## src/rtl/i420ds_pkg.sv

```systemverilog
// ============================================================================
// i420ds_pkg
// Shared widths, plane codes, register indexes and reset values for the
// I420 nearest-neighbor downscaler.
// ============================================================================
`default_nettype none

package i420ds_pkg;

  // Configuration register width and index width
  localparam int CFG_W     = 13;
  localparam int CFG_IDX_W = 2;

  // Default largest supported frame dimension
  localparam int MAX_DIM_DEF = 4096;

  // Stream payload widths
  localparam int PIX_W   = 8;
  localparam int PLANE_W = 2;

  typedef logic [PLANE_W-1:0]   plane_t;
  typedef logic [CFG_IDX_W-1:0] reg_idx_t;

  // Plane codes; PLANE_DONE means the frame is complete
  localparam plane_t PLANE_Y    = 2'd0;
  localparam plane_t PLANE_U    = 2'd1;
  localparam plane_t PLANE_V    = 2'd2;
  localparam plane_t PLANE_DONE = 2'd3;

  // Register indexes
  localparam reg_idx_t REG_SRC_WIDTH  = 2'd0;
  localparam reg_idx_t REG_SRC_HEIGHT = 2'd1;
  localparam reg_idx_t REG_DST_WIDTH  = 2'd2;
  localparam reg_idx_t REG_DST_HEIGHT = 2'd3;

  // Register reset values
  localparam logic [CFG_W-1:0] SRC_WIDTH_RST  = 13'd1280;
  localparam logic [CFG_W-1:0] SRC_HEIGHT_RST = 13'd720;
  localparam logic [CFG_W-1:0] DST_WIDTH_RST  = 13'd640;
  localparam logic [CFG_W-1:0] DST_HEIGHT_RST = 13'd360;

endpackage

`default_nettype wire

```

## src/rtl/i420_nearest_downscaler_core.sv

```systemverilog
// ============================================================================
// i420_nearest_downscaler_core
// Nearest-neighbor downscaler for I420 frames streamed one byte at a time.
// ============================================================================
//
// Usage:
//   Input stream: in_tdata carries one source byte, in_tuser[0] marks the
//   first byte of a frame (Y plane, then U, then V, raster order). Output
//   stream: out_tdata is the kept byte, out_tuser its plane (0 Y, 1 U, 2 V),
//   out_tlast flags the last output byte of the V plane.
//   Config: cfg_we/cfg_index/cfg_wdata set source and target luma sizes;
//   write only while the stream is idle. Sizes are clamped to [2, MAX_DIM]
//   and the target is clamped to the source.
//   Throughput: one byte per clock unless a held result stalls the input.
//   A kept byte is loaded into the output register on its input transfer;
//   position counters and accumulators update in the same cycle, which sets that rate.
//   Bytes that are dropped produce no output transfer.
//   When out_tready is low with a result held, in_tready drops until the
//   result is taken. Reset (rst_n low, synchronous) empties the output
//   register, returns the frame position to the start of the Y plane and
//   loads the default 1280x720 -> 640x360 sizes.
//
`default_nettype none

module i420_nearest_downscaler_core #(
  parameter int MAX_DIM = i420ds_pkg::MAX_DIM_DEF
) (
  input  wire logic                            clk,
  input  wire logic                            rst_n,
  // Input stream
  input  wire logic                            in_tvalid,
  output logic                                 in_tready,
  input  wire logic [i420ds_pkg::PIX_W-1:0]    in_tdata,   // [7:0] pixel_byte
  input  wire logic [0:0]                      in_tuser,   // [0] frame_begin
  // Output stream
  output logic                                 out_tvalid,
  input  wire logic                            out_tready,
  output logic [i420ds_pkg::PIX_W-1:0]         out_tdata,  // [7:0] scaled_byte
  output logic [i420ds_pkg::PLANE_W-1:0]       out_tuser,  // [1:0] plane_id
  output logic                                 out_tlast,  // frame_end
  // Configuration write port
  input  wire logic                            cfg_we,
  input  wire logic [i420ds_pkg::CFG_IDX_W-1:0] cfg_index,
  input  wire logic [i420ds_pkg::CFG_W-1:0]    cfg_wdata
);

  import i420ds_pkg::*;

  localparam int DIM_W = $clog2(MAX_DIM + 1);
  localparam int ACC_W = DIM_W + 1;
  localparam int CMP_W = (DIM_W > CFG_W) ? DIM_W : CFG_W;

  typedef logic [DIM_W-1:0] dim_t;
  typedef logic [ACC_W-1:0] acc_t;

  // Clamp a raw register value to [2, MAX_DIM]
  function automatic dim_t clamp_dim(input logic [CFG_W-1:0] v);
    logic [CMP_W-1:0] vx;
    vx = CMP_W'(v);
    if (vx < CMP_W'(2)) begin
      return DIM_W'(2);
    end else if (vx > CMP_W'(MAX_DIM)) begin
      return DIM_W'(MAX_DIM);
    end
    return DIM_W'(vx);
  endfunction

  // Configuration registers
  logic [CFG_W-1:0] src_w_r, src_h_r, dst_w_r, dst_h_r;

  // Frame position state
  plane_t plane_r, plane_nxt;
  dim_t   scol_r, scol_nxt, srow_r, srow_nxt;
  dim_t   ocol_r, ocol_nxt, orow_r, orow_nxt;
  acc_t   cacc_r, cacc_nxt, racc_r, racc_nxt;

  // Output register
  logic               out_valid_r, out_valid_nxt;
  logic [PIX_W-1:0]   out_data_r;
  plane_t             out_plane_r;
  logic               out_last_r;

  // Working values
  logic   in_xfer, frame_begin, active, col_sel, row_sel, hit, last_hit;
  plane_t plane_cur;
  dim_t   scol_cur, srow_cur, ocol_cur, orow_cur, scol_inc, srow_inc;
  acc_t   cacc_cur, racc_cur, col_sum, row_sum;
  dim_t   sw_c, sh_c, dw_c, dh_c, dw_l, dh_l, sw, sh, dw, dh;

  // Handshake: accept whenever the output register is free or draining
  assign in_tready = !out_valid_r || out_tready;
  assign in_xfer   = in_tvalid && in_tready;

  // Effective sizes for the current plane
  always_comb begin
    sw_c = clamp_dim(src_w_r);
    sh_c = clamp_dim(src_h_r);
    dw_c = clamp_dim(dst_w_r);
    dh_c = clamp_dim(dst_h_r);
    dw_l = (dw_c > sw_c) ? sw_c : dw_c;
    dh_l = (dh_c > sh_c) ? sh_c : dh_c;
    if (plane_cur == PLANE_Y) begin
      sw = sw_c;
      sh = sh_c;
      dw = dw_l;
      dh = dh_l;
    end else begin
      sw = sw_c >> 1;
      sh = sh_c >> 1;
      dw = dw_l >> 1;
      dh = dh_l >> 1;
    end
  end

  // Frame begin restarts the position before this byte is judged
  assign frame_begin = in_tuser[0];
  assign plane_cur   = frame_begin ? PLANE_Y : plane_r;
  assign scol_cur    = frame_begin ? '0 : scol_r;
  assign srow_cur    = frame_begin ? '0 : srow_r;
  assign ocol_cur    = frame_begin ? '0 : ocol_r;
  assign orow_cur    = frame_begin ? '0 : orow_r;
  assign cacc_cur    = frame_begin ? '0 : cacc_r;
  assign racc_cur    = frame_begin ? '0 : racc_r;

  // Selection tests
  assign active   = (plane_cur != PLANE_DONE);
  assign col_sel  = (ocol_cur < dw) && (cacc_cur < ACC_W'(dw));
  assign row_sel  = (orow_cur < dh) && (racc_cur < ACC_W'(dh));
  assign hit      = active && col_sel && row_sel;
  assign last_hit = (plane_cur == PLANE_V) && (orow_cur + DIM_W'(1) == dh) &&
                    (ocol_cur + DIM_W'(1) == dw);

  assign col_sum  = cacc_cur + (col_sel ? ACC_W'(sw) : '0);
  assign row_sum  = racc_cur + (row_sel ? ACC_W'(sh) : '0);
  assign scol_inc = scol_cur + DIM_W'(1);
  assign srow_inc = srow_cur + DIM_W'(1);

  // Next position
  always_comb begin
    plane_nxt = plane_cur;
    scol_nxt  = scol_cur;
    srow_nxt  = srow_cur;
    ocol_nxt  = ocol_cur;
    orow_nxt  = orow_cur;
    cacc_nxt  = cacc_cur;
    racc_nxt  = racc_cur;
    if (active) begin
      // column tracking
      if (ocol_cur < dw) begin
        ocol_nxt = ocol_cur + DIM_W'(col_sel);
        cacc_nxt = (col_sum >= ACC_W'(dw)) ? col_sum - ACC_W'(dw) : '0;
      end
      scol_nxt = scol_inc;
      // end of a source row
      if (scol_inc >= sw) begin
        scol_nxt = '0;
        ocol_nxt = '0;
        cacc_nxt = '0;
        if (orow_cur < dh) begin
          orow_nxt = orow_cur + DIM_W'(row_sel);
          racc_nxt = (row_sum >= ACC_W'(dh)) ? row_sum - ACC_W'(dh) : '0;
        end
        srow_nxt = srow_inc;
        // end of a plane
        if (srow_inc >= sh) begin
          srow_nxt  = '0;
          orow_nxt  = '0;
          racc_nxt  = '0;
          plane_nxt = plane_cur + PLANE_W'(1);
        end
      end
    end
  end

  // Output register valid
  always_comb begin
    out_valid_nxt = out_valid_r;
    if (in_xfer) begin
      out_valid_nxt = hit;
    end else if (out_tready) begin
      out_valid_nxt = 1'b0;
    end
  end

  // Control state
  always_ff @(posedge clk) begin
    if (!rst_n) begin
      src_w_r     <= SRC_WIDTH_RST;
      src_h_r     <= SRC_HEIGHT_RST;
      dst_w_r     <= DST_WIDTH_RST;
      dst_h_r     <= DST_HEIGHT_RST;
      plane_r     <= PLANE_Y;
      scol_r      <= '0;
      srow_r      <= '0;
      ocol_r      <= '0;
      orow_r      <= '0;
      cacc_r      <= '0;
      racc_r      <= '0;
      out_valid_r <= 1'b0;
    end else begin
      out_valid_r <= out_valid_nxt;
      if (cfg_we) begin
        case (cfg_index)
          REG_SRC_WIDTH:  src_w_r <= cfg_wdata;
          REG_SRC_HEIGHT: src_h_r <= cfg_wdata;
          REG_DST_WIDTH:  dst_w_r <= cfg_wdata;
          REG_DST_HEIGHT: dst_h_r <= cfg_wdata;
          default:        src_w_r <= src_w_r;
        endcase
      end
      if (in_xfer) begin
        plane_r <= plane_nxt;
        scol_r  <= scol_nxt;
        srow_r  <= srow_nxt;
        ocol_r  <= ocol_nxt;
        orow_r  <= orow_nxt;
        cacc_r  <= cacc_nxt;
        racc_r  <= racc_nxt;
      end
    end
  end

  // Output payload
  always_ff @(posedge clk) begin
    if (in_xfer && hit) begin
      out_data_r  <= in_tdata;
      out_plane_r <= plane_cur;
      out_last_r  <= last_hit;
    end
  end

  assign out_tvalid = out_valid_r;
  assign out_tdata  = out_data_r;
  assign out_tuser  = out_plane_r;
  assign out_tlast  = out_last_r;

  // Assertions
  a_out_plane_real: assert property (@(posedge clk) disable iff (!rst_n)
    out_valid_r |-> (out_plane_r != PLANE_DONE))
    else $error("output transfer tagged with a finished-frame plane");

  a_last_on_v: assert property (@(posedge clk) disable iff (!rst_n)
    (out_valid_r && out_last_r) |-> (out_plane_r == PLANE_V))
    else $error("frame end flagged outside the V plane");

  a_begin_restarts: assert property (@(posedge clk) disable iff (!rst_n)
    (in_xfer && frame_begin) |=> (plane_r == PLANE_Y))
    else $error("frame begin did not restart in the Y plane");

  a_counter_bound: assert property (@(posedge clk) disable iff (!rst_n)
    (scol_r < DIM_W'(MAX_DIM)) && (srow_r < DIM_W'(MAX_DIM)))
    else $error("source position counter ran past the largest frame size");

  a_acc_bound: assert property (@(posedge clk) disable iff (!rst_n)
    (cacc_r < ACC_W'(2 * MAX_DIM)) && (racc_r < ACC_W'(2 * MAX_DIM)))
    else $error("scaling accumulator out of range");

endmodule

`default_nettype wire

```

## config.mk

```make
export PLATFORM = sky130hd
export DESIGN_NAME = i420_nearest_downscaler_core
export DESIGN_NICKNAME = d
export VERILOG_FILES = /design/src/rtl/i420ds_pkg.sv /design/src/rtl/i420_nearest_downscaler_core.sv
export SDC_FILE = /design/constraint.sdc
export NUM_CORES = 1
export LEC_CHECK = 0
export ABC_AREA = 1
export BUFFER_PORTS_ARGS = -buffer_cell sky130_fd_sc_hd__buf_2
export CAP_MARGIN = 40
export CORE_UTILIZATION = 47
export CTS_CLUSTER_SIZE = 28
export DETAILED_ROUTE_END_ITERATION = 6
export GPL_TIMING_DRIVEN = 1
export SLEW_MARGIN = 20
export SYNTH_ARGS = -nofsm -noshare
export SYNTH_HDL_FRONTEND = slang
export SYNTH_SLANG_ARGS = --single-unit
```

## constraint.sdc

```tcl
create_clock -name clk -period 24.8 [get_ports clk]
set_clock_uncertainty 0.1 [all_clocks]
set_input_delay 3.72 -clock clk [delete_from_list [all_inputs] [get_ports clk]]
set_output_delay 3.72 -clock clk [all_outputs]
set_load 0.02 [all_outputs]
```

==> flow_metrics.env, run 1 <==
export IMPL_pwr_share_seq_pct=26.8
export IMPL_synth_common_cells="nand2_1 (475), inv_1 (274), a21oi_1 (241)"
export IMPL_post_cts_buffers=0
export IMPL_drt_iter0_markers=1152
export IMPL_drc_errors=0
export IMPL_setup_viol=0
export IMPL_reg2reg_depth=54
export IMPL_hold_end="racc_r[13]$_SDFFE_PN0P_"
export IMPL_via_per_inst=5.51
export IMPL_overflow=0
export IMPL_clk_pin_slew_worst_paths_ns=0.06
export IMPL_post_route_period_util_pct=48.1
export IMPL_dr_total_vias=14608
export IMPL_hp_start="racc_r[13]$_SDFFE_PN0P_"
export IMPL_cp_top_family="simple AND/OR/NAND/NOR gates"
export IMPL_final_max_slew_viol_count=0
export IMPL_p_per_area_nw_per_um2=63.9
export IMPL_yosys_area_top_type_share_pct=18.6
export IMPL_p_leak_uw=0.00733
export IMPL_path_max_fanout=58
export IMPL_timing_hold_violations_final=0
export IMPL_core_area_um2=30500
export IMPL_num_rows=64
export IMPL_p_clk_share_pct=26.3
export IMPL_synthFlopType="dfxtp_1"
export IMPL_r2r_start="src_w_r[12]$_SDFFE_PN0P_"
export IMPL_synth_edf_count=11
export IMPL_dieWidth_um=178
export IMPL_cts_hold_fix_buffers=0
export IMPL_setup_tns_ns=0
export IMPL_synth_most_common_cell="nand2_1"
export IMPL_first_pass_iters=6
export IMPL_cap_violations=0
export IMPL_synth_cell_types=60
export IMPL_synth_area_um2=14600
export IMPL_cts_made_buffers=17
export IMPL_cts_tree="done"
export IMPL_clock_sinks=146
export IMPL_antenna_left=0
export IMPL_async_flop_share_pct=0
export IMPL_syn_nets=2450
export IMPL_clock_path_buffers=2
export IMPL_netlist_top_cells_area="dfxtp_1 (19%), ha_1 (14%), nand2_1 (12%), a21oi_1 (8.3%), inv_1 (7.1%)"
export IMPL_fmax_ghz=0.0838
export IMPL_p_sw_uw=441
export IMPL_reg2reg_to="cacc_r[2]$_SDFFE_PN0P_"
export IMPL_worst_pin_slew_ns=0.850
export IMPL_placed_area_um2=15000
export IMPL_drive_gt1_share_pct=8.82
export IMPL_required_ns=25.08
export IMPL_slew_headroom_pct=42.7
export IMPL_start_util_pct=47.7
export IMPL_switching_share_pct=44.4
export IMPL_ys_ff_latch=146
export IMPL_grt_start_max_net_pins=72
export IMPL_grt_pass1_wl_um=70900
export IMPL_syn_inst=2252
export IMPL_cp_data_arrival_time_ns=12.22
export IMPL_ys_seq_area_share_pct=20.8
export IMPL_holdPathStages=2
export IMPL_final_area_um2=15500
export IMPL_cp_num_buf_inv=5
export IMPL_insertion_delay_ns=0.46
export IMPL_dpl_hpwl_um=34100
export IMPL_ys_warn_count=0
export IMPL_critPathCaptureType="flop"
export IMPL_design_portCount=42
export IMPL_nNetsFinal=2441
export IMPL_cp_common_cell="nand2_1"
export IMPL_gp_congestion=0.984
export IMPL_io_buffers=41
export IMPL_pre_cts_slack_ns=12.55
export IMPL_antenna_found_initial=0
export IMPL_hold_class="flop to flop"
export IMPL_grt_util_all_layers_pct=28.9
export IMPL_grt_pass1_vias=13159
export IMPL_area_delta_synth_final_pct=6.66
export IMPL_avgSynthCellArea_um2=6.47
export IMPL_setup_slack_ns=12.86
export IMPL_avgRoutedWirePerCell_um=16.9
export IMPL_cts_resized=0
export IMPL_dieArea_um2=31700
export IMPL_slowest_delay_ns=0.62
export IMPL_htree_levels=4
export IMPL_synth_top_area_cell="dfxtp_1"
export IMPL_die_y_um=178
export IMPL_totalWireLength_um=44800
export IMPL_fin_crit_ns=11.94
export IMPL_critPathLaunchType="input port"
export IMPL_crit_slowest_cell="clkinv_1"
export IMPL_cts_root_buf="clkbuf_16"
export IMPL_grt_setup_unrepaired="false"
export IMPL_timing_reg2reg_setup_slack_ns=15.79
export IMPL_p_int_uw=553
export IMPL_antenna_cells=0
export IMPL_power_frac_comb_pct=46.9
export IMPL_status="complete, no violations"
export IMPL_peakVddDrop_mv=0.0515
export IMPL_critPathKind="input port to flop"
## cell type report
cell class / instances / area (um^2)
Clock buffer: 19 / 453
Clock inverter: 13 / 115
Fill cell: 3193 / 15000
Inverter: 296 / 1120
Multi-Input combinational cell: 1731 / 10000
Sequential cell: 146 / 3030
Tap cell: 396 / 495
Timing Repair Buffer: 51 / 278
## logic make-up (layout without fill, tap and decap cells)
kind of cell,count (synthesis),in the layout,synth area share [%]
flip-flops,146,146,20.8
adder cells (fa/ha/maj),169,169,14.7
XOR/XNOR,85,85,5.11
buffers and inverters,375,379,10.3
multiplexers,2,2,0.189
AO/OA/AOI/OAI,522,522,20.0
AND/OR/NAND/NOR,953,953,28.8
## registers in the layout (all words and copies together) (netlist names)
signal	count
racc_r	14
dst_h_r	13
out_tdata	8
orow_r	13
plane_r	2
out_tlast	1
dst_w_r	13
out_tuser	2
src_h_r	13
src_w_r	13
scol_r	13
ocol_r	13
cacc_r	14
out_tvalid	1
srow_r	13
## worst max-delay path by stage
| stage | start | endpoint | slack [ns] | depth (start not counted) |
|---|---|---|---|---|
| global placement | in_tuser | cacc_r[0]$_SDFFE_PN0P_ | 12.70 | 43 |
| finish | in_tuser | racc_r[12]$_SDFFE_PN0P_ | 12.86 | 40 |
| CTS | in_tuser | racc_r[12]$_SDFFE_PN0P_ | 12.99 | 40 |
| floorplan | in_tuser | racc_r[6]$_SDFFE_PN0P_ | 14.26 | 46 |
| detailed placement | in_tuser | cacc_r[11]$_SDFFE_PN0P_ | 12.55 | 43 |
| global route | in_tuser | cacc_r[12]$_SDFFE_PN0P_ | 11.93 | 43 |
## metrics by stage
stage	power [uW]	cells	hold slack (ns)	util (%)
after floorplan	626	2252	0.344	-
after global placement	727	2619	0.352	49.0
after detailed placement	732	2619	0.356	49.0
after CTS	996	2651	0.366	50.9
after global routing	1070	2652	0.383	50.9
final	993	2652	0.364	50.9
## power by group through the flow
stage / clock [uW] / sequential (uW) / combinational [uW]
final: 261 / 266 / 466
after global placement: 0 / 271 / 456
after global routing: 276 / 269 / 528
after detailed placement: 0 / 271 / 460
after floorplan: 0 / 275 / 352
after CTS: 268 / 266 / 462
## cell usage in the layout (no fill, tap or decap), drive strengths merged, types with 51 or more instances in the layout
cell   count
a21oi    241
buf       51
dfxtp    135
ha       165
inv      300
nand2    500
nand3    112
nor2     257
o21ai    193
xor2      64
## layer usage
layer,vias up,share of wire (%),global-route usage (%)
met2,400,44,45.2
met1,6694,49,41.3
met3,53,5.1,3.64
met5,-,0,0
li1,7461,-,-
met4,0,1.9,8.26
## worst min-delay path, cell delays in order, from the launching register on
cell and delay (ns):
dfxtp_1 0.31, nand2_1 0.06, a21oi_1 0.05
(Power assumes the default switching activity.)
==> inputs of run 2 (changes only) <==
==> constraint.sdc (replaced) <==
create_clock -name clk -period 11.1 [get_ports clk]
set_clock_uncertainty 0.1 [all_clocks]
set_input_delay 1.665 -clock clk [delete_from_list [all_inputs] [get_ports clk]]
set_output_delay 1.665 -clock clk [all_outputs]
set_load 0.02 [all_outputs]
==> run 2 against run 1 <==
Against the previous run:
- utilization increased by 0.22 points
- die area is the same
- clock-buffer cell count stayed put
- combinational power rose by 120%
- hold slack barely moved
- flip-flop and latch count did not move
- critical endpoint is now racc_r[0]$_SDFFE_PN0P_
==> flow_metrics.env, run 2 (synthesis gave the netlist of run 1 again) <==
export IMPL_gp_congestion=0.943
export IMPL_crit_start="in_tuser"
export IMPL_slowest_delay_ns=0.60
export IMPL_io_buffers=41
export IMPL_first_pass_iters=5
export IMPL_p_leak_uw=0.00736
export IMPL_worst_pin_slew_ns=0.779
export IMPL_status="complete, no violations"
export IMPL_cap_violations=0
export IMPL_slew_headroom_pct=48.0
export IMPL_grt_pass1_vias=13081
export IMPL_drt_iter0_markers=1074
export IMPL_critPathKind="input port to flop"
export IMPL_antenna_found_initial=0
export IMPL_critPathCaptureType="flop"
export IMPL_r2r_start="src_w_r[12]$_SDFFE_PN0P_"
export IMPL_grt_util_all_layers_pct=29.0
export IMPL_reg2reg_depth=52
export IMPL_reg2reg_to="cacc_r[11]$_SDFFE_PN0P_"
export IMPL_cp_data_arrival_time_ns=10.12
export IMPL_final_common_cell="nand2_1"
export IMPL_grt_setup_unrepaired="false"
export IMPL_top_regs="cacc_r (14), racc_r (14)"
export IMPL_drc_errors=0
export IMPL_cts_resized=0
export IMPL_path_max_fanout=31
export IMPL_antenna_left=0
export IMPL_p_per_area_nw_per_um2=144
export IMPL_timing_reg2reg_setup_slack_ns=2.18
export IMPL_overflow=0
export IMPL_post_cts_buffers=0
export IMPL_holdWs_ns=0.363
export IMPL_cp_common_cell="nand2_1"
export IMPL_drive_gt1_share_pct=8.94
export IMPL_grt_pass1_wl_um=70800
export IMPL_hold_class="flop to flop"
export IMPL_power_frac_comb_pct=46.5
export IMPL_start_util_pct=47.7
export IMPL_final_cells=2655
export IMPL_crit_end="racc_r[0]$_SDFFE_PN0P_"
export IMPL_cts_tree="done"
export IMPL_core_area_um2=30500
export IMPL_dieWidth_um=178
export IMPL_dpl_hpwl_um=34500
export IMPL_final_cell_mix="nand2_1 (474), inv_1 (273), a21oi_1 (241)"
export IMPL_p_sw_uw=981
export IMPL_design_portCount=42
export IMPL_htree_levels=4
export IMPL_final_max_slew_viol_count=0
export IMPL_die_y_um=178
export IMPL_timing_hold_violations_final=0
export IMPL_pre_cts_slack_ns=0.938
export IMPL_fmax_ghz=0.102
export IMPL_placedCellCount=2622
export IMPL_clock_sinks=146
export IMPL_nNetsFinal=2444
export IMPL_num_rows=64
export IMPL_setup_tns_ns=0
export IMPL_required_ns=11.38
export IMPL_p_int_uw=1260
export IMPL_setup_viol=0
export IMPL_insertion_delay_ns=0.46
export IMPL_cts_made_buffers=17
export IMPL_final_util_pct=51.1
export IMPL_dieArea_um2=31700
export IMPL_critPathLaunchType="input port"
export IMPL_dr_total_vias=14513
export IMPL_pwr_share_seq_pct=26.5
export IMPL_setup_slack_ns=1.26
export IMPL_antenna_cells=0
export IMPL_switching_share_pct=43.7
export IMPL_avgRoutedWirePerCell_um=16.9
export IMPL_cts_hold_fix_buffers=0
export IMPL_fin_crit_ns=9.84
export IMPL_p_clk_share_pct=27.0
export IMPL_post_route_period_util_pct=88.6
export IMPL_grt_start_max_net_pins=72
export IMPL_clk_pin_slew_worst_paths_ns=0.06
export IMPL_clock_path_buffers=2
export IMPL_area_delta_synth_final_pct=7.11
export IMPL_peakVddDrop_mv=0.116
export IMPL_cts_root_buf="clkbuf_16"
export IMPL_totalWireLength_um=44800
export IMPL_crit_slowest_cell="clkinv_1"
export IMPL_holdPathStages=2
export IMPL_via_per_inst=5.47
[run 2: cell count changes in the layout (fill, tap and decap cells not counted), sizes merged]
cell | previous run | this run
buf | 51 | 54
bufinv | 0 | 1
clkinv | 9 | 8
[run 2: power by group through the flow]
stage	logic [uW]	clock network, uW	registers, uW
5_1_grt	1180	639	599
3_5_place_dp	1030	0	606
6_report	1040	606	595
2_1_floorplan	785	0	614
3_3_place_gp	1020	0	605
4_1_cts	1040	616	594
[run 2: worst min-delay path by stage]
stage | startpoint | to
6_report | racc_r[9]$_SDFFE_PN0P_ | racc_r[9]$_SDFFE_PN0P_
2_1_floorplan | src_w_r[0]$_SDFFE_PN0P_ | src_w_r[0]$_SDFFE_PN0P_
4_1_cts | orow_r[4]$_SDFFE_PN0P_ | orow_r[4]$_SDFFE_PN0P_
3_3_place_gp | orow_r[8]$_SDFFE_PN0P_ | orow_r[8]$_SDFFE_PN0P_
5_1_grt | racc_r[9]$_SDFFE_PN0P_ | racc_r[9]$_SDFFE_PN0P_
3_5_place_dp | racc_r[6]$_SDFFE_PN0P_ | racc_r[6]$_SDFFE_PN0P_
[run 2: layer usage]
metal  GRT usage [%]  up-vias  share of wire (%)
li1                -     7482                  -
met4            8.30        0                1.8
met3            3.75       50                4.8
met5               0        -                  0
met1            40.2     6648                 49
met2            46.6      333                 45
[run 2: cell type report]
cell class	instances	area (um^2)
Tap cell	396	495
Sequential cell	146	3030
Timing Repair Buffer	54	320
Multi-Input combinational cell	1731	10000
Clock buffer	19	453
Inverter	296	1120
Fill cell	3145	14900
Clock inverter	13	139
[run 2: metrics by stage]
| step | total power [uW] | area, um^2 |
|---|---|---|
| after floorplan | 1400 | 14600 |
| after global placement | 1630 | 15000 |
| after detailed placement | 1640 | 15000 |
| after CTS | 2250 | 15600 |
| after global routing | 2420 | 15600 |
| final | 2240 | 15600 |
[run 2: critical path: cells and delay by family]
kind | cells | cell delay [ns]
buf+inv | 4 | 1.57
simple gates | 19 | 3.20
compound gates | 12 | 2.01
fa+ha+maj | 4 | 1.46
xor+xnor | 1 | 0.16
==> inputs of run 3 (changes only) <==
--- a/config.mk
+++ b/config.mk
@@ -5,7 +5,6 @@
 export SDC_FILE = /design/constraint.sdc
 export NUM_CORES = 1
 export LEC_CHECK = 0
-export ABC_AREA = 1
 export BUFFER_PORTS_ARGS = -buffer_cell sky130_fd_sc_hd__buf_2
 export CAP_MARGIN = 40
 export CORE_UTILIZATION = 47
==> run 3 against run 2 <==
Against the previous run:
- combinational power decreased by 33%
- synthesized area decreased by 7.7%
- sequential share of layout area increased by 1.4 points
- routed wire length decreased by 11%
- register-to-register slack got worse by 0.57 ns
- die area decreased by 7.6%
- cell count decreased by 19%
- non-clock buffer count increased by 8
- total power decreased by 17%
- largest power group unchanged
==> flow_metrics.env, run 3 <==
export IMPL_status="complete, no violations"
export IMPL_synthFlopType="dfxtp_1"
export IMPL_synth_edf_count=11
export IMPL_num_rows=61
export IMPL_critPathCaptureType="flop"
export IMPL_cp_data_arrival_time_ns=9.78
export IMPL_io_buffers=41
export IMPL_grt_util_all_layers_pct=27.7
export IMPL_dieWidth_um=171
export IMPL_nNetsFinal=1951
export IMPL_crit_slowest_cell="a2111o_1"
export IMPL_cts_tree="done"
export IMPL_p_clk_share_pct=30.6
export IMPL_totalWireLength_um=39900
export IMPL_grt_start_max_net_pins=80
export IMPL_cts_root_buf="clkbuf_16"
export IMPL_synth_top_area_cell="dfxtp_1"
export IMPL_timing_hold_violations_final=0
export IMPL_post_route_period_util_pct=85.5
export IMPL_fmax_ghz=0.105
export IMPL_setup_slack_ns=1.61
export IMPL_avgSynthCellArea_um2=7.72
export IMPL_slowest_delay_ns=0.60
export IMPL_setup_viol=0
export IMPL_netlist_top_cells_area="dfxtp_1 (20%), ha_1 (15%), nand2_1 (5.8%), a21oi_1 (5.4%), xnor2_1 (4.6%)"
export IMPL_top_regs="cacc_r (14), racc_r (14)"
export IMPL_worst_pin_slew_ns=0.873
export IMPL_power_frac_comb_pct=37.3
export IMPL_synth_most_common_cell="nand2_1"
export IMPL_p_int_uw=1160
export IMPL_grt_setup_unrepaired="false"
export IMPL_grt_pass1_wl_um=62900
export IMPL_drc_errors=0
export IMPL_p_per_area_nw_per_um2=128
export IMPL_required_ns=11.39
export IMPL_overflow=0
export IMPL_drt_iter0_markers=1057
export IMPL_ys_warn_count=0
export IMPL_cts_made_buffers=17
export IMPL_p_sw_uw=699
export IMPL_dr_total_vias=12583
export IMPL_critPathKind="flop to flop"
export IMPL_drive_gt1_share_pct=7.70
export IMPL_cts_hold_fix_buffers=0
export IMPL_insertion_delay_ns=0.45
export IMPL_gp_congestion=0.926
export IMPL_hold_class="flop to flop"
export IMPL_clock_path_buffers=2
export IMPL_htree_levels=4
export IMPL_cp_num_buf_inv=1
export IMPL_avgRoutedWirePerCell_um=18.6
export IMPL_synth_area_um2=13500
export IMPL_clk_pin_slew_worst_paths_ns=0.06
export IMPL_final_max_slew_viol_count=0
export IMPL_final_common_cell="nand2_1"
export IMPL_setup_tns_ns=0
export IMPL_first_pass_iters=6
export IMPL_dpl_hpwl_um=30900
export IMPL_cp_common_cell="ha_1"
export IMPL_syn_nets=1941
export IMPL_post_cts_buffers=0
export IMPL_start_util_pct=48.2
export IMPL_antenna_left=0
export IMPL_fin_crit_ns=9.49
export IMPL_pre_cts_slack_ns=1.72
export IMPL_die_y_um=171
export IMPL_via_per_inst=5.87
export IMPL_grt_pass1_vias=11548
export IMPL_design_portCount=42
export IMPL_async_flop_share_pct=0
export IMPL_dieArea_um2=29300
export IMPL_final_cell_mix="nand2_1 (207), ha_1 (164), nor2_1 (156)"
export IMPL_cap_violations=0
export IMPL_cts_resized=0
export IMPL_path_max_fanout=16
export IMPL_pwr_share_seq_pct=32.0
export IMPL_slew_headroom_pct=41.4
export IMPL_synth_common_cells="nand2_1 (207), ha_1 (165), nor2_1 (156)"
export IMPL_core_area_um2=27900
export IMPL_area_delta_synth_final_pct=8.31
export IMPL_ys_ff_latch=146
export IMPL_syn_inst=1743
export IMPL_peakVddDrop_mv=0.128
export IMPL_yosys_area_top_type_share_pct=20.1
export IMPL_critPathLaunchType="flop"
export IMPL_cp_top_family="compound AO/OA/AOI/OAI gates"
export IMPL_p_leak_uw=0.00622
export IMPL_ys_seq_area_share_pct=22.5
export IMPL_clock_sinks=146
export IMPL_antenna_cells=0
export IMPL_antenna_found_initial=0
export IMPL_switching_share_pct=37.6
export IMPL_synth_cell_types=89
run 3: power groups by stage:
stage / Sequential, uW / Combinational (uW) / Clock (uW)
final: 595 / 694 / 570
after floorplan: 612 / 504 / 0
after global routing: 601 / 767 / 601
after detailed placement: 607 / 681 / 0
after global placement: 607 / 677 / 0
after CTS: 595 / 685 / 584
run 3: cells by family (layout without fill, tap and decap cells):
logic type               Yosys count  after routing  share of synthesized area (%)
AND/OR/NAND/NOR                  711            711                           26.3
adder cells (fa/ha/maj)          169            169                           15.9
multiplexers                      42             42                           3.38
XOR/XNOR                         115            115                           7.49
AO/OA/AOI/OAI                    413            413                           20.0
flip-flops                       146            146                           22.5
buffers and inverters            147            170                           4.28
run 3: final timing paths:
check	start	endpoint	slack [ns]	cells past startpoint
max reg2reg	src_h_r[4]$_SDFFE_PN1P_	racc_r[3]$_SDFFE_PN0P_	1.61	37
min	cacc_r[0]$_SDFFE_PN0P_	cacc_r[0]$_SDFFE_PN0P_	0.36	1
min reg2reg	cacc_r[0]$_SDFFE_PN0P_	cacc_r[0]$_SDFFE_PN0P_	0.36	1
max	src_h_r[4]$_SDFFE_PN1P_	racc_r[3]$_SDFFE_PN0P_	1.61	37
run 3: final cells by class:
type / count / area (um^2)
Multi-Input combinational cell: 1450 / 9850
Fill cell: 2821 / 13400
Timing Repair Buffer: 62 / 374
Clock inverter: 13 / 109
Clock buffer: 19 / 443
Sequential cell: 146 / 3030
Tap cell: 378 / 473
Inverter: 76 / 285
run 3: layer usage:
| metal | track usage, % | wire (um) | vias to the layer above | part of all wire (%) |
|---|---|---|---|---|
| li1 | - | - | 6248 | - |
| met1 | 38.6 | 19200 | 5906 | 48 |
| met2 | 42.8 | 17500 | 371 | 44 |
| met3 | 4.46 | 2230 | 58 | 5.6 |
| met4 | 9.59 | 949 | 0 | 2.4 |
| met5 | 0 | 0 | - | 0 |
run 3: per-stage QoR:
| step | instance area, um^2 | instances | hold slack, ns | util, % | power, uW |
|---|---|---|---|---|---|
| floorplan | 13500 | 1743 | 0.317 | - | 1120 |
| detailed placement | 14000 | 2110 | 0.346 | 50.0 | 1290 |
| global route | 14600 | 2144 | 0.384 | 52.2 | 1970 |
| global placement | 14000 | 2105 | 0.332 | 50.0 | 1280 |
| finish | 14600 | 2144 | 0.362 | 52.2 | 1860 |
| CTS | 14500 | 2142 | 0.363 | 52.0 | 1860 |
